[src/design/assert_macros.svh]
// Assertion macros shared by the scanner RTL.
// Define NO_ASSERTIONS to compile every check away.
`ifndef ASSERT_MACROS_SVH
`define ASSERT_MACROS_SVH

`ifndef NO_ASSERTIONS
// Checked only while reset is low.
`define ASSERT_CLKD(name, clock, reset, prop) \
  name: assert property (@(posedge clock) disable iff (reset) prop) \
    else $error("assertion failed");
// Checked at every edge, during reset too.
`define ASSERT_ALWAYS(name, clock, prop) \
  name: assert property (@(posedge clock) prop) \
    else $error("assertion failed");
`else
`define ASSERT_CLKD(name, clock, reset, prop)
`define ASSERT_ALWAYS(name, clock, prop)
`endif

`endif

[src/design/mss_pkg.sv]
// Types and constants of the masked signature scanner.
// No dependencies; used by the interfaces and all modules.
package mss_pkg;

  localparam int PATTERN_BYTES = 19;
  localparam int PATTERN_W     = PATTERN_BYTES * 8;
  // Extraction reads off+0..off+3 with a 4-bit offset: 5 index bits suffice.
  localparam int SPAN_IDX_W    = 5;
  localparam int SPAN_BYTES    = 1 << SPAN_IDX_W;
  localparam int OFFSET_W      = 4;
  localparam int TAIL_COUNT_W  = 4;
  localparam int CFG_DATA_W    = 64;
  localparam int CFG_INDEX_W   = 3;

  typedef logic [7:0]  byte_t;
  typedef logic [31:0] seed_t;

  typedef enum logic [CFG_INDEX_W-1:0] {
    REG_PATTERN_LOW   = 3'd0,
    REG_PATTERN_MID   = 3'd1,
    REG_PATTERN_HIGH  = 3'd2,
    REG_CARE_MASK     = 3'd3,
    REG_FIRST_OFFSET  = 3'd4,
    REG_SECOND_OFFSET = 3'd5
  } reg_index_t;

  localparam logic [63:0]            PATTERN_LOW_RST   = 64'h0035_0000_0000_0081;
  localparam logic [63:0]            PATTERN_MID_RST   = 64'h0;
  localparam logic [23:0]            PATTERN_HIGH_RST  = 24'h086A00;
  localparam logic [PATTERN_BYTES-1:0] CARE_MASK_RST   = 19'h60041;
  localparam logic [OFFSET_W-1:0]    FIRST_OFFSET_RST  = 4'd2;
  localparam logic [OFFSET_W-1:0]    SECOND_OFFSET_RST = 4'd7;

  typedef struct packed {
    logic  hit;
    seed_t first_word;
    seed_t second_word;
  } match_result_t;

endpackage

[src/design/mss_in_if.sv]
// Input channel of the scanner: one stream byte per word.
// Depends on mss_pkg.
interface mss_in_if;
  import mss_pkg::*;

  logic  valid;
  logic  ready;
  byte_t data_byte;
  logic  last_byte;

  modport source (output valid, output data_byte, output last_byte, input ready);
  modport sink   (input valid, input data_byte, input last_byte, output ready);
endinterface

[src/design/mss_out_if.sv]
// Result channel of the scanner: found flag and two extracted seeds.
// Depends on mss_pkg.
interface mss_out_if;
  import mss_pkg::*;

  logic  valid;
  logic  ready;
  logic  found;
  seed_t first_seed;
  seed_t second_seed;

  modport source (output valid, output found, output first_seed, output second_seed,
                  input ready);
  modport sink   (input valid, input found, input first_seed, input second_seed,
                  output ready);
endinterface

[src/design/mss_match.sv]
// Masked window compare and little-endian word extraction.
// Purely combinational; depends on mss_pkg.
module mss_match #(
  parameter int WINDOW_BYTES = 19
) (
  input  logic [WINDOW_BYTES-1:0][7:0]             window,
  input  logic [mss_pkg::PATTERN_W-1:0]            pattern,
  input  logic [mss_pkg::PATTERN_BYTES-1:0]        care_mask,
  input  logic [mss_pkg::OFFSET_W-1:0]             first_offset,
  input  logic [mss_pkg::OFFSET_W-1:0]             second_offset,
  output mss_pkg::match_result_t                   result
);
  import mss_pkg::*;

  logic [PATTERN_BYTES-1:0]    miss;
  logic [SPAN_BYTES-1:0][7:0]  span;

  // Pattern bytes past the end of the window are never compared, and
  // extraction bytes past the window read as zero.
  for (genvar j = 0; j < PATTERN_BYTES; j++) begin : g_cmp
    if (j < WINDOW_BYTES) begin : g_in
      assign miss[j] = care_mask[j] && (window[j] != pattern[8*j +: 8]);
    end else begin : g_out
      assign miss[j] = 1'b0;
    end
  end

  for (genvar i = 0; i < SPAN_BYTES; i++) begin : g_span
    if (i < WINDOW_BYTES) begin : g_in
      assign span[i] = window[i];
    end else begin : g_out
      assign span[i] = '0;
    end
  end

  function automatic seed_t extract(input logic [OFFSET_W-1:0] off,
                                    input logic [SPAN_BYTES-1:0][7:0] src);
    seed_t w;
    logic [SPAN_IDX_W-1:0] idx;
    w = '0;
    for (int k = 0; k < 4; k++) begin
      idx = SPAN_IDX_W'(off) + SPAN_IDX_W'(k);
      w[8*k +: 8] = src[idx];
    end
    return w;
  endfunction

  assign result.hit         = ~|miss;
  assign result.first_word  = extract(first_offset, span);
  assign result.second_word = extract(second_offset, span);
endmodule

[src/design/masked_signature_scan_extract_core.sv]
// Masked signature scanner: finds the first window matching a masked byte
// pattern and reports two 32-bit words read from it.
// Depends on mss_pkg, mss_in_if, mss_out_if, mss_match and assert_macros.svh.
// Usage:
//   scan_in carries the stream one byte per word, with last_byte on the final
//   byte. result_out carries at most one word per stream: found=1 with both
//   seeds once the first matching window has TAIL_GUARD bytes after it, or
//   found=0 with zero seeds on the last byte when no such match occurred.
//   Configuration writes use cfg_write/cfg_index/cfg_data, one register per cycle,
//   by the user only while the block is idle (unenforced); unknown indexes ignored.
// Timing:
//   One byte is accepted every cycle while scan_in.ready is high. The compare
//   and extraction run on the shifted window in the accepting cycle, and the
//   result sits in the output register in the cycle after the byte causing it.
//   When result_out stalls, scan_in.ready drops only while the output
//   register is full and not being taken.
// Reset:
//   rst (synchronous) empties the output register, clears the scan state and
//   restores default pattern, mask and offsets. Each last byte clears the
//   scan state too; configuration is kept.
`include "assert_macros.svh"

module masked_signature_scan_extract_core #(
  parameter int WINDOW_BYTES = 19,
  parameter int TAIL_GUARD   = 10
) (
  input  logic                              clk,
  input  logic                              rst,
  mss_in_if.sink                            scan_in,
  mss_out_if.source                         result_out,
  input  logic                              cfg_write,
  input  logic [mss_pkg::CFG_INDEX_W-1:0]   cfg_index,
  input  logic [mss_pkg::CFG_DATA_W-1:0]    cfg_data
);
  import mss_pkg::*;

  localparam int SEEN_W = $clog2(WINDOW_BYTES + 1);
  localparam logic [SEEN_W-1:0]       SEEN_FULL = SEEN_W'(WINDOW_BYTES);
  localparam logic [TAIL_COUNT_W-1:0] GUARD     = TAIL_COUNT_W'(TAIL_GUARD);

  // Configuration registers.
  logic [63:0]              pattern_low;
  logic [63:0]              pattern_mid;
  logic [23:0]              pattern_high;
  logic [PATTERN_BYTES-1:0] care_mask;
  logic [OFFSET_W-1:0]      first_offset;
  logic [OFFSET_W-1:0]      second_offset;

  // Scan state.
  logic [WINDOW_BYTES-1:0][7:0] window, window_next;
  logic [SEEN_W-1:0]            bytes_seen, bytes_seen_next;
  logic                         candidate_held, candidate_held_next;
  logic [TAIL_COUNT_W-1:0]      tail_count, tail_count_next;
  seed_t                        held_first, held_first_next;
  seed_t                        held_second, held_second_next;
  logic                         reported, reported_next;

  logic          accept;
  logic          emit;
  logic          emit_found;
  match_result_t match;

  always_ff @(posedge clk) begin
    if (rst) begin
      pattern_low   <= PATTERN_LOW_RST;
      pattern_mid   <= PATTERN_MID_RST;
      pattern_high  <= PATTERN_HIGH_RST;
      care_mask     <= CARE_MASK_RST;
      first_offset  <= FIRST_OFFSET_RST;
      second_offset <= SECOND_OFFSET_RST;
    end else if (cfg_write) begin
      unique case (cfg_index)
        REG_PATTERN_LOW:   pattern_low   <= cfg_data;
        REG_PATTERN_MID:   pattern_mid   <= cfg_data;
        REG_PATTERN_HIGH:  pattern_high  <= cfg_data[23:0];
        REG_CARE_MASK:     care_mask     <= cfg_data[PATTERN_BYTES-1:0];
        REG_FIRST_OFFSET:  first_offset  <= cfg_data[OFFSET_W-1:0];
        REG_SECOND_OFFSET: second_offset <= cfg_data[OFFSET_W-1:0];
        default: ;
      endcase
    end
  end

  assign accept        = scan_in.valid && scan_in.ready;
  assign scan_in.ready = !result_out.valid || result_out.ready;

  // Oldest byte at index 0; the new byte enters at the top.
  assign window_next = {scan_in.data_byte, window[WINDOW_BYTES-1:1]};

  mss_match #(
    .WINDOW_BYTES(WINDOW_BYTES)
  ) u_match (
    .window        (window_next),
    .pattern       ({pattern_high, pattern_mid, pattern_low}),
    .care_mask     (care_mask),
    .first_offset  (first_offset),
    .second_offset (second_offset),
    .result        (match)
  );

  always_comb begin
    bytes_seen_next     = (bytes_seen < SEEN_FULL) ? bytes_seen + 1'b1 : bytes_seen;
    candidate_held_next = candidate_held;
    tail_count_next     = tail_count;
    held_first_next     = held_first;
    held_second_next    = held_second;
    reported_next       = reported;
    if (!reported) begin
      if (candidate_held) begin
        tail_count_next = tail_count + 1'b1;
        if (tail_count_next >= GUARD) begin
          reported_next = 1'b1;
        end
      end else if (bytes_seen_next == SEEN_FULL && match.hit) begin
        candidate_held_next = 1'b1;
        tail_count_next     = '0;
        held_first_next     = match.first_word;
        held_second_next    = match.second_word;
        if (TAIL_GUARD == 0) begin
          reported_next = 1'b1;
        end
      end
    end
    // A match report on the last byte takes precedence over not-found.
    emit_found = reported_next && !reported;
    emit       = emit_found || (scan_in.last_byte && !reported_next);
    if (scan_in.last_byte) begin
      bytes_seen_next     = '0;
      candidate_held_next = 1'b0;
      tail_count_next     = '0;
      reported_next       = 1'b0;
    end
  end

  always_ff @(posedge clk) begin
    if (rst) begin
      bytes_seen     <= '0;
      candidate_held <= 1'b0;
      tail_count     <= '0;
      reported       <= 1'b0;
    end else if (accept) begin
      bytes_seen     <= bytes_seen_next;
      candidate_held <= candidate_held_next;
      tail_count     <= tail_count_next;
      reported       <= reported_next;
    end
  end

  // Window contents and held words only matter once qualified by the counters.
  always_ff @(posedge clk) begin
    if (accept) begin
      window      <= window_next;
      held_first  <= held_first_next;
      held_second <= held_second_next;
    end
  end

  always_ff @(posedge clk) begin
    if (rst) begin
      result_out.valid <= 1'b0;
    end else if (accept && emit) begin
      result_out.valid <= 1'b1;
    end else if (result_out.ready) begin
      result_out.valid <= 1'b0;
    end
  end

  always_ff @(posedge clk) begin
    if (accept && emit) begin
      result_out.found       <= emit_found;
      result_out.first_seed  <= emit_found ? held_first_next  : '0;
      result_out.second_seed <= emit_found ? held_second_next : '0;
    end
  end

  `ASSERT_CLKD(a_report_needs_candidate, clk, rst, reported |-> candidate_held)
  `ASSERT_CLKD(a_tail_below_guard, clk, rst,
               (candidate_held && !reported) |-> (tail_count < GUARD))
  `ASSERT_CLKD(a_last_clears_state, clk, rst,
               (accept && scan_in.last_byte) |=>
               (bytes_seen == '0 && !candidate_held && !reported))
  `ASSERT_CLKD(a_no_accept_when_full, clk, rst,
               (result_out.valid && !result_out.ready) |-> !scan_in.ready)
  `ASSERT_ALWAYS(a_reset_empties_output, clk, rst |=> !result_out.valid)
endmodule
[src/flat_wrapper.sv]
// flat-port wrapper written by rule: the top's interface ports become plain ports
module masked_signature_scan_extract_core_flat import mss_pkg::*;
#(
  parameter int WINDOW_BYTES = 19,
  parameter int TAIL_GUARD   = 10
)
  (clk, rst, cfg_write, cfg_index, cfg_data, scan_in_valid, scan_in_data_byte, scan_in_last_byte, scan_in_ready, result_out_valid, result_out_found, result_out_first_seed, result_out_second_seed, result_out_ready);
  mss_in_if scan_in_i ();
  mss_out_if result_out_i ();
  input  logic clk;
  input  logic rst;
  input  logic cfg_write;
  input  logic [mss_pkg::CFG_INDEX_W-1:0] cfg_index;
  input  logic [mss_pkg::CFG_DATA_W-1:0] cfg_data;
  input wire logic [$bits(scan_in_i.valid)-1:0] scan_in_valid;
  input wire logic [$bits(scan_in_i.data_byte)-1:0] scan_in_data_byte;
  input wire logic [$bits(scan_in_i.last_byte)-1:0] scan_in_last_byte;
  output wire logic [$bits(scan_in_i.ready)-1:0] scan_in_ready;
  output wire logic [$bits(result_out_i.valid)-1:0] result_out_valid;
  output wire logic [$bits(result_out_i.found)-1:0] result_out_found;
  output wire logic [$bits(result_out_i.first_seed)-1:0] result_out_first_seed;
  output wire logic [$bits(result_out_i.second_seed)-1:0] result_out_second_seed;
  input wire logic [$bits(result_out_i.ready)-1:0] result_out_ready;
  assign scan_in_i.valid = scan_in_valid;
  assign scan_in_i.data_byte = scan_in_data_byte;
  assign scan_in_i.last_byte = scan_in_last_byte;
  assign scan_in_ready = scan_in_i.ready;
  assign result_out_valid = result_out_i.valid;
  assign result_out_found = result_out_i.found;
  assign result_out_first_seed = result_out_i.first_seed;
  assign result_out_second_seed = result_out_i.second_seed;
  assign result_out_i.ready = result_out_ready;
  masked_signature_scan_extract_core #(.WINDOW_BYTES(WINDOW_BYTES), .TAIL_GUARD(TAIL_GUARD)) u_core (.clk(clk), .rst(rst), .scan_in(scan_in_i), .result_out(result_out_i), .cfg_write(cfg_write), .cfg_index(cfg_index), .cfg_data(cfg_data));
endmodule
[config.mk]
export PLATFORM = sky130hd
export DESIGN_NAME = masked_signature_scan_extract_core_flat
export DESIGN_NICKNAME = d
export VERILOG_FILES = /design/src/design/mss_pkg.sv /design/src/design/mss_in_if.sv /design/src/design/mss_out_if.sv /design/src/design/mss_match.sv /design/src/design/masked_signature_scan_extract_core.sv /design/src/flat_wrapper.sv
export VERILOG_INCLUDE_DIRS = /design/src /design/src/design
export SDC_FILE = /design/constraint.sdc
export NUM_CORES = 1
export LEC_CHECK = 0
export BUFFER_PORTS_ARGS = -buffer_cell sky130_fd_sc_hd__clkbuf_2
export CAP_MARGIN = 10
export CELL_PAD_IN_SITES_DETAIL_PLACEMENT = 2
export CELL_PAD_IN_SITES_GLOBAL_PLACEMENT = 2
export CORE_MARGIN = 8
export CORE_UTILIZATION = 30
export DETAILED_ROUTE_END_ITERATION = 8
export PLACE_DENSITY = 0.72
export SKIP_LAST_GASP = 1
export SLEW_MARGIN = 20
export SYNTH_ARGS = -nofsm -noshare
export SYNTH_HDL_FRONTEND = slang
export SYNTH_HIERARCHICAL = 1
export SYNTH_SLANG_ARGS = --single-unit
[constraint.sdc]
create_clock -name clk -period 7.5 [get_ports clk]
set_input_delay 0.375 -clock clk [delete_from_list [all_inputs] [get_ports clk]]
set_output_delay 0.375 -clock clk [all_outputs]
set_load 0.05 [all_outputs]
# Word level (Yosys, flattened, before mapping)
# Index checks and enable logic that the tools add are counted.
classes:
  eq_ne: 26
  n_reduce_logical: 42
  add_sub_neg: 8
  mux: 38
  order_cmp: 10
op_table:
  columns: ["operator", "count"]
  rows:
  - ["binary-select mux 8 bit (select 5 bit)", 6]
  - ["2-to-1 mux 32 bit", 6]
  - ["!= test 8 bit", 19]
  - ["binary-select mux 8 bit (select 4 bit)", 2]
  - ["2-to-1 mux 8 bit", 8]
  - ["less-than comparator 5 x 6 -> 1 bit, second input constant", 6]
  - ["logical AND 1 bit", 24]
  - ["adder 4 x 2 -> 5 bit, second input constant", 4]
  - ["OR reduction 19 bit", 1]
  - ["2-to-1 mux 4 bit", 4]
  - ["AND reduction 2 bit", 7]
  - ["less-than comparator 4 x 6 -> 1 bit, second input constant", 2]
  - ["adder 4 x 1 -> 5 bit, second input constant", 2]
  - ["2-to-1 mux 1 bit", 10]
  - ["2-to-1 mux 5 bit", 2]
  - ["equality test 3 x 2 -> 1 bit, second input constant", 2]
  - ["equality test 3 bit, second input constant", 2]
  - ["adder 5 x 1 -> 5 bit, second input constant", 1]
  - ["equality test 5 bit, second input constant", 1]
  - ["less-than comparator 5 bit, second input constant", 1]
  - ["adder 4 x 1 -> 4 bit, second input constant", 1]
  - ["greater-or-equal comparator 4 bit, second input constant", 1]
  - ["zero test 1 bit", 4]
  - ["equality test 3 x 1 -> 1 bit, second input constant", 1]
  - ["6 further kinds", 7]
totals:
  out_inout_bits: 67
  regBits: 464
  in_bits: 81
  elab_cells: 158

# Depth between registers and ports, before layout
logic_depth:
  depth_word: 10
  ltp_mapped: 18
  ltp_nobuf: 11

# Modules after synthesis
# The synthesis kept the hierarchy.
modules_own_cells:
  columns: ["mod", "area_per_inst_um2", "seq_area_each_um2", "instances", "cells_per_inst"]
  rows:
  - ["masked_signature_scan_extract_core", 16532.1, 12021.5, 1, 1286]
  - ["mss_match", 10951.8, 0.0, 1, 1115]

# Worst setup path before layout
# No wires, ideal clock.
synth_timing:
  path_kind: "register to register"
  startpoint: "register u_core.result_out.valid"
  endpoint: "register u_core.result_out.first_seed[0] (enable)"
  period_less_slack_ns: 6.223
  n_path_buf: 0
  path_slack_ns: 1.277
  stages_incl_launch_ff: 4
  required_time_ns: 6.932
  arrival_time_ns: 5.654
  setup_ns: 0.568
  cell_sequence: "dfxtp_1 > nand2b_1 > nand2_1 > nor3_1"
synth_between:
  elab_chain_len: 4
synth_rtl:
  columns: ["element", "line_no", "text"]
  rows:
  - ["start, declared", "mss_out_if.sv:12", "modport source (output valid, output found, output first_seed, output second_seed,"]
  - ["start signal, assigned", "masked_signature_scan_extract_core.sv:160", "result_out.valid <= 1'b0;"]
  - ["start signal, assigned", "masked_signature_scan_extract_core.sv:162", "result_out.valid <= 1'b1;"]
  - ["start signal, assigned", "masked_signature_scan_extract_core.sv:164", "result_out.valid <= 1'b0;"]
  - ["zero test 1 bit", "masked_signature_scan_extract_core.sv:85", "assign scan_in.ready = !result_out.valid || result_out.ready;"]
  - ["logical OR 1 bit", "masked_signature_scan_extract_core.sv:85", null]
  - ["via scan_in_ready", "flat_wrapper.sv:18", "output wire logic [$bits(scan_in_i.ready)-1:0] scan_in_ready;"]
  - ["logical AND 1 bit", "masked_signature_scan_extract_core.sv:84", "assign accept = scan_in.valid && scan_in.ready;"]
  - ["logical AND 1 bit", "masked_signature_scan_extract_core.sv:169", "if (accept && emit) begin"]
  - ["end signal, assigned", "masked_signature_scan_extract_core.sv:171", "result_out.first_seed <= emit_found ? held_first_next : '0;"]
  - ["end, declared", "mss_out_if.sv:12", null]
# The timed path passes the listed nets, and every way through them passes these cells.
# A chain may end at the register's enable or synchronous reset.

==> impl_metrics.yaml <==
power:
  totalPowerFinal_mw: 6.68
  p_int_mw: 4.74
  pwr-share-seq_pct: 45.9
  combPwrFrac_pct: 15.2
  p_leak_nw: 11.0
  pwr-share-clk_pct: 38.9
  swShare_pct: 29.1
  p_switching_mw: 1.95
  ir_drop_uv: 138
  powerDensity_mw_per_mm2: 214
drt:
  wl_met3_mm: 9.44
  wl_met2_mm: 54.4
  vias: 21841
  avgViaCountPerCell: 5.89
  drtPass1Iterations: 5
  routedWlPerCell_um: 31.5
  wirelength_mm: 117
  topRoutingLayerUsed: "met5"
  drt.antenna.violating_nets: 0
  drc: 0
  drt-met1-wl_mm: 47.4
  drtIter0Drc: 2307
logic_synthesis:
  synth_edf_count: 273
  yosysUniqueCellTypes: 55
  ys_seq_area_share_pct: 43.7
  synthArstFlopShare_pct: 0
  synth_seq_cells: 464
  syn_area_mm2: 0.0275
  synthSimpleGateAreaFrac_pct: 10.9
  synth_top_family_by_area: "multiplexers"
  ys_warn_count: 6
  syn_nets: 2493
  synthMuxAreaShare_pct: 27.6
  synthAdderAreaFrac_pct: 0.501
  synthXorXnorAreaFrac_pct: 5.41
  postSynthCellCount: 2401
  synthFlopType: "edfxtp_1"
  syn_area_per_cell_um2: 11.4
  synth_compound_area_share_pct: 8.39
die:
  fp.dieH_um: 319
  initial_core_util_pct: 30.1
  die_x_um: 319
  core_area_mm2: 0.0912
  die_area_mm2: 0.102
  placementRows: 111
  ioPinCount: 148
sta:
  clock_skew_ps: 30.1
  finalSetupTns_ps: 0
  min_period_ps: 5070
  hold_viol_final: 0
  fmax_ghz: 0.197
  whs_ps: 14.9
  rsz0062_at_grt: "false"
  finalSetupViolations: 0
  relSlewSlack_pct: 23.1
  slew_violations: 0
  finalCritPeriodShare_pct: 67.6
  tightest_slew_ps: 1150
clocking:
  clockBufferDepth: 3
  cts.sinks: 464
  clkLatencyLatePin_ps: 620
  clockRootBuffer: "clkbuf_16"
  post-cts-setup-buffers: 0
  clkTransAtPathRegs_ps: 60
  htreeDepth: 2
  cts_inserted_buffers: 53
  cts_tree: "yes"
global_routing:
  grt_pass1_vias: 22953
  grt_max_degree: 115
  grt_pass1_wl_mm: 169
  antenna_found_initial: 8
  grt_util_all_layers_pct: 22.2
  overflow: 0
min_path:
  hp-class: "input pin to register"
final_layout:
  areaGrowthSynthToFinish_pct: 13.5
  drive_above_1_share_pct: 24.5
  layout.cells.non_filler: 3711
  fin_nets: 2571
  utilization_pct: 34.2
setup_path:
  arrival_ps: 5380
  crit_path_end_kind: "register"
  start_kind: "register"
  critical_path_required_ps: 7810
  critPathKind: "register to register"
  cp_max_fo: 44
flow_run:
  maxCapViolCount: 0
placed_design:
  place_inst: 3590
  hpwl_mm: 83.0
  routabilityCongestion: 0.935
  portBuffers: 147
outcome:
  status: "completed"
power by group through the flow:
| stage | Sequential [mW] | Combinational (mW) | Clock [mW] |
|---|---|---|---|
| 6_report | 3.07 | 1.01 | 2.60 |
| 3_3_place_gp | 3.10 | 0.970 | 0 |
| 2_1_floorplan | 3.02 | 0.622 | 0 |
| 5_1_grt | 3.07 | 1.06 | 2.74 |
| 3_5_place_dp | 3.11 | 1.00 | 0 |
| 4_1_cts | 3.05 | 1.01 | 2.66 |
cell type report:
cell class / instances / area [um2]
antenna: 3 / 7.51
clock buffer: 74 / 1480
sequential: 464 / 12000
inverter: 23 / 93.8
fill: 9565 / 60000
timing repair buffer: 206 / 1260
clock inverter: 24 / 219
tap: 1186 / 1480
multi-input combinational: 1731 / 14600
final timing paths:
kind / start / end / slack (ps) / cells past startpoint
min: cfg_data[59] / u_core/pattern_mid[59]$_SDFFE_PP0P_ / 10 / 3
max: u_core/window[57]$_DFFE_PP_ / u_core/result_out.first_seed[2]$_SDFFCE_PN0P_ / 2430 / 12
min reg2reg: u_core/pattern_mid[48]$_SDFFE_PP0P_ / u_core/pattern_mid[48]$_SDFFE_PP0P_ / 480 / 2
max reg2reg: u_core/window[57]$_DFFE_PP_ / u_core/result_out.first_seed[2]$_SDFFCE_PN0P_ / 2430 / 12
flip-flops by register name, summed over array words and instances (netlist names):
signal,count
u_core/reported,1
u_core/window,144
u_core/result_out.found,1
u_core/pattern_low,64
u_core/result_out.second_seed,32
u_core/first_offset,4
u_core/result_out.first_seed,32
u_core/bytes_seen,5
u_core/pattern_mid,64
u_core/second_offset,4
u_core/held_second,32
u_core/held_first,32
u_core/tail_count,4
u_core/pattern_high,24
u_core/candidate_held,1
u_core/result_out.valid,1
u_core/care_mask,19
critical path, cell delays in order, from the launching register on:
cell and delay, ps:
edfxtp_1 840, xnor2_1 220, nand4_1 130, o21ai_0 610, nand4_1 210, nor4_1 290
and4_1 340, nand3_1 100, o21ai_1 290, nand4_4 530, buf_4 590, mux2_4 410
nor2b_1 140
cells in the final DEF (no fill, tap or decap), types with 7 or more instances in the layout:
| cell type | instances |
|---|---|
| buf_4 | 36 |
| nand3_1 | 14 |
| a22o_1 | 8 |
| mux2_2 | 49 |
| clkbuf_1 | 15 |
| mux2i_1 | 124 |
| nand2_1 | 419 |
| a211o_1 | 7 |
| xnor2_1 | 152 |
| edfxtp_1 | 273 |
| nor2b_1 | 68 |
| dfxtp_1 | 185 |
| clkinv_2 | 9 |
| clkbuf_16 | 54 |
| ha_1 | 9 |
| dlygate4sd3_1 | 20 |
| mux4_2 | 216 |
| a21oi_1 | 227 |
| mux2_4 | 60 |
| o21ai_1 | 28 |
| nand4_1 | 42 |
| o22ai_1 | 41 |
| nand3b_1 | 18 |
| a31oi_1 | 16 |
| o221ai_1 | 8 |
| o21ai_0 | 69 |
| clkbuf_2 | 146 |
| inv_1 | 22 |
| nor2_1 | 97 |
Yosys cell counts (all sizes together) (3+ instances only):
cell type,n,share of area [%]
nand2,422,5.8
edfxtp,273,30
a21oi,228,4.2
mux4,216,18
dfxtp,191,14
xnor2,156,5.0
mux2i,124,4.5
mux2,112,5.4
clkbuf,98,1.3
nor2,97,1.3
o21ai,97,1.8
buf,85,1.7
nor2b,68,1.5
nand4,43,1.0
o22ai,41,0.93
inv,23,0.31
nand3b,18,0.49
a31oi,16,0.36
nand3,14,0.25
ha,11,0.50
xor2,9,0.41
a22o,8,0.25
o221ai,8,0.25
a211o,7,0.22
and3,5,0.11
nand2b,4,0.091
and2,3,0.068
o211ai,3,0.082
kinds of logic (layout without fill, tap and decap cells):
logic type | count (synthesis) | in the layout
compound gates | 419 | 419
simple gates | 684 | 684
xor+xnor | 165 | 165
fa+ha+maj | 11 | 11
other cells | 0 | 3
flops | 464 | 464
mux | 452 | 452
buf+inv | 206 | 327
timing repair:
item / CTS / global route
hold endpoints to repair: 31 / 0
resized for setup: 0 / 0
hold buffers: 20 / 0
per-layer routing:
layer / global-route usage, % / vias to the layer above
li1: - / 9072
met1: 29.2 / 11474
met2: 35.9 / 1059
met3: 4.10 / 232
met4: 9.39 / 4
met5: 0 / -
per-stage QoR:
stage	cell area (um2)	worst slack [ps]
after global routing	31200	2250
final	31200	2430
after detailed placement	29300	2460
after global placement	29200	2550
after CTS	31200	2480
after floorplan	27500	1280
Power figures use the tool's default switching activity.
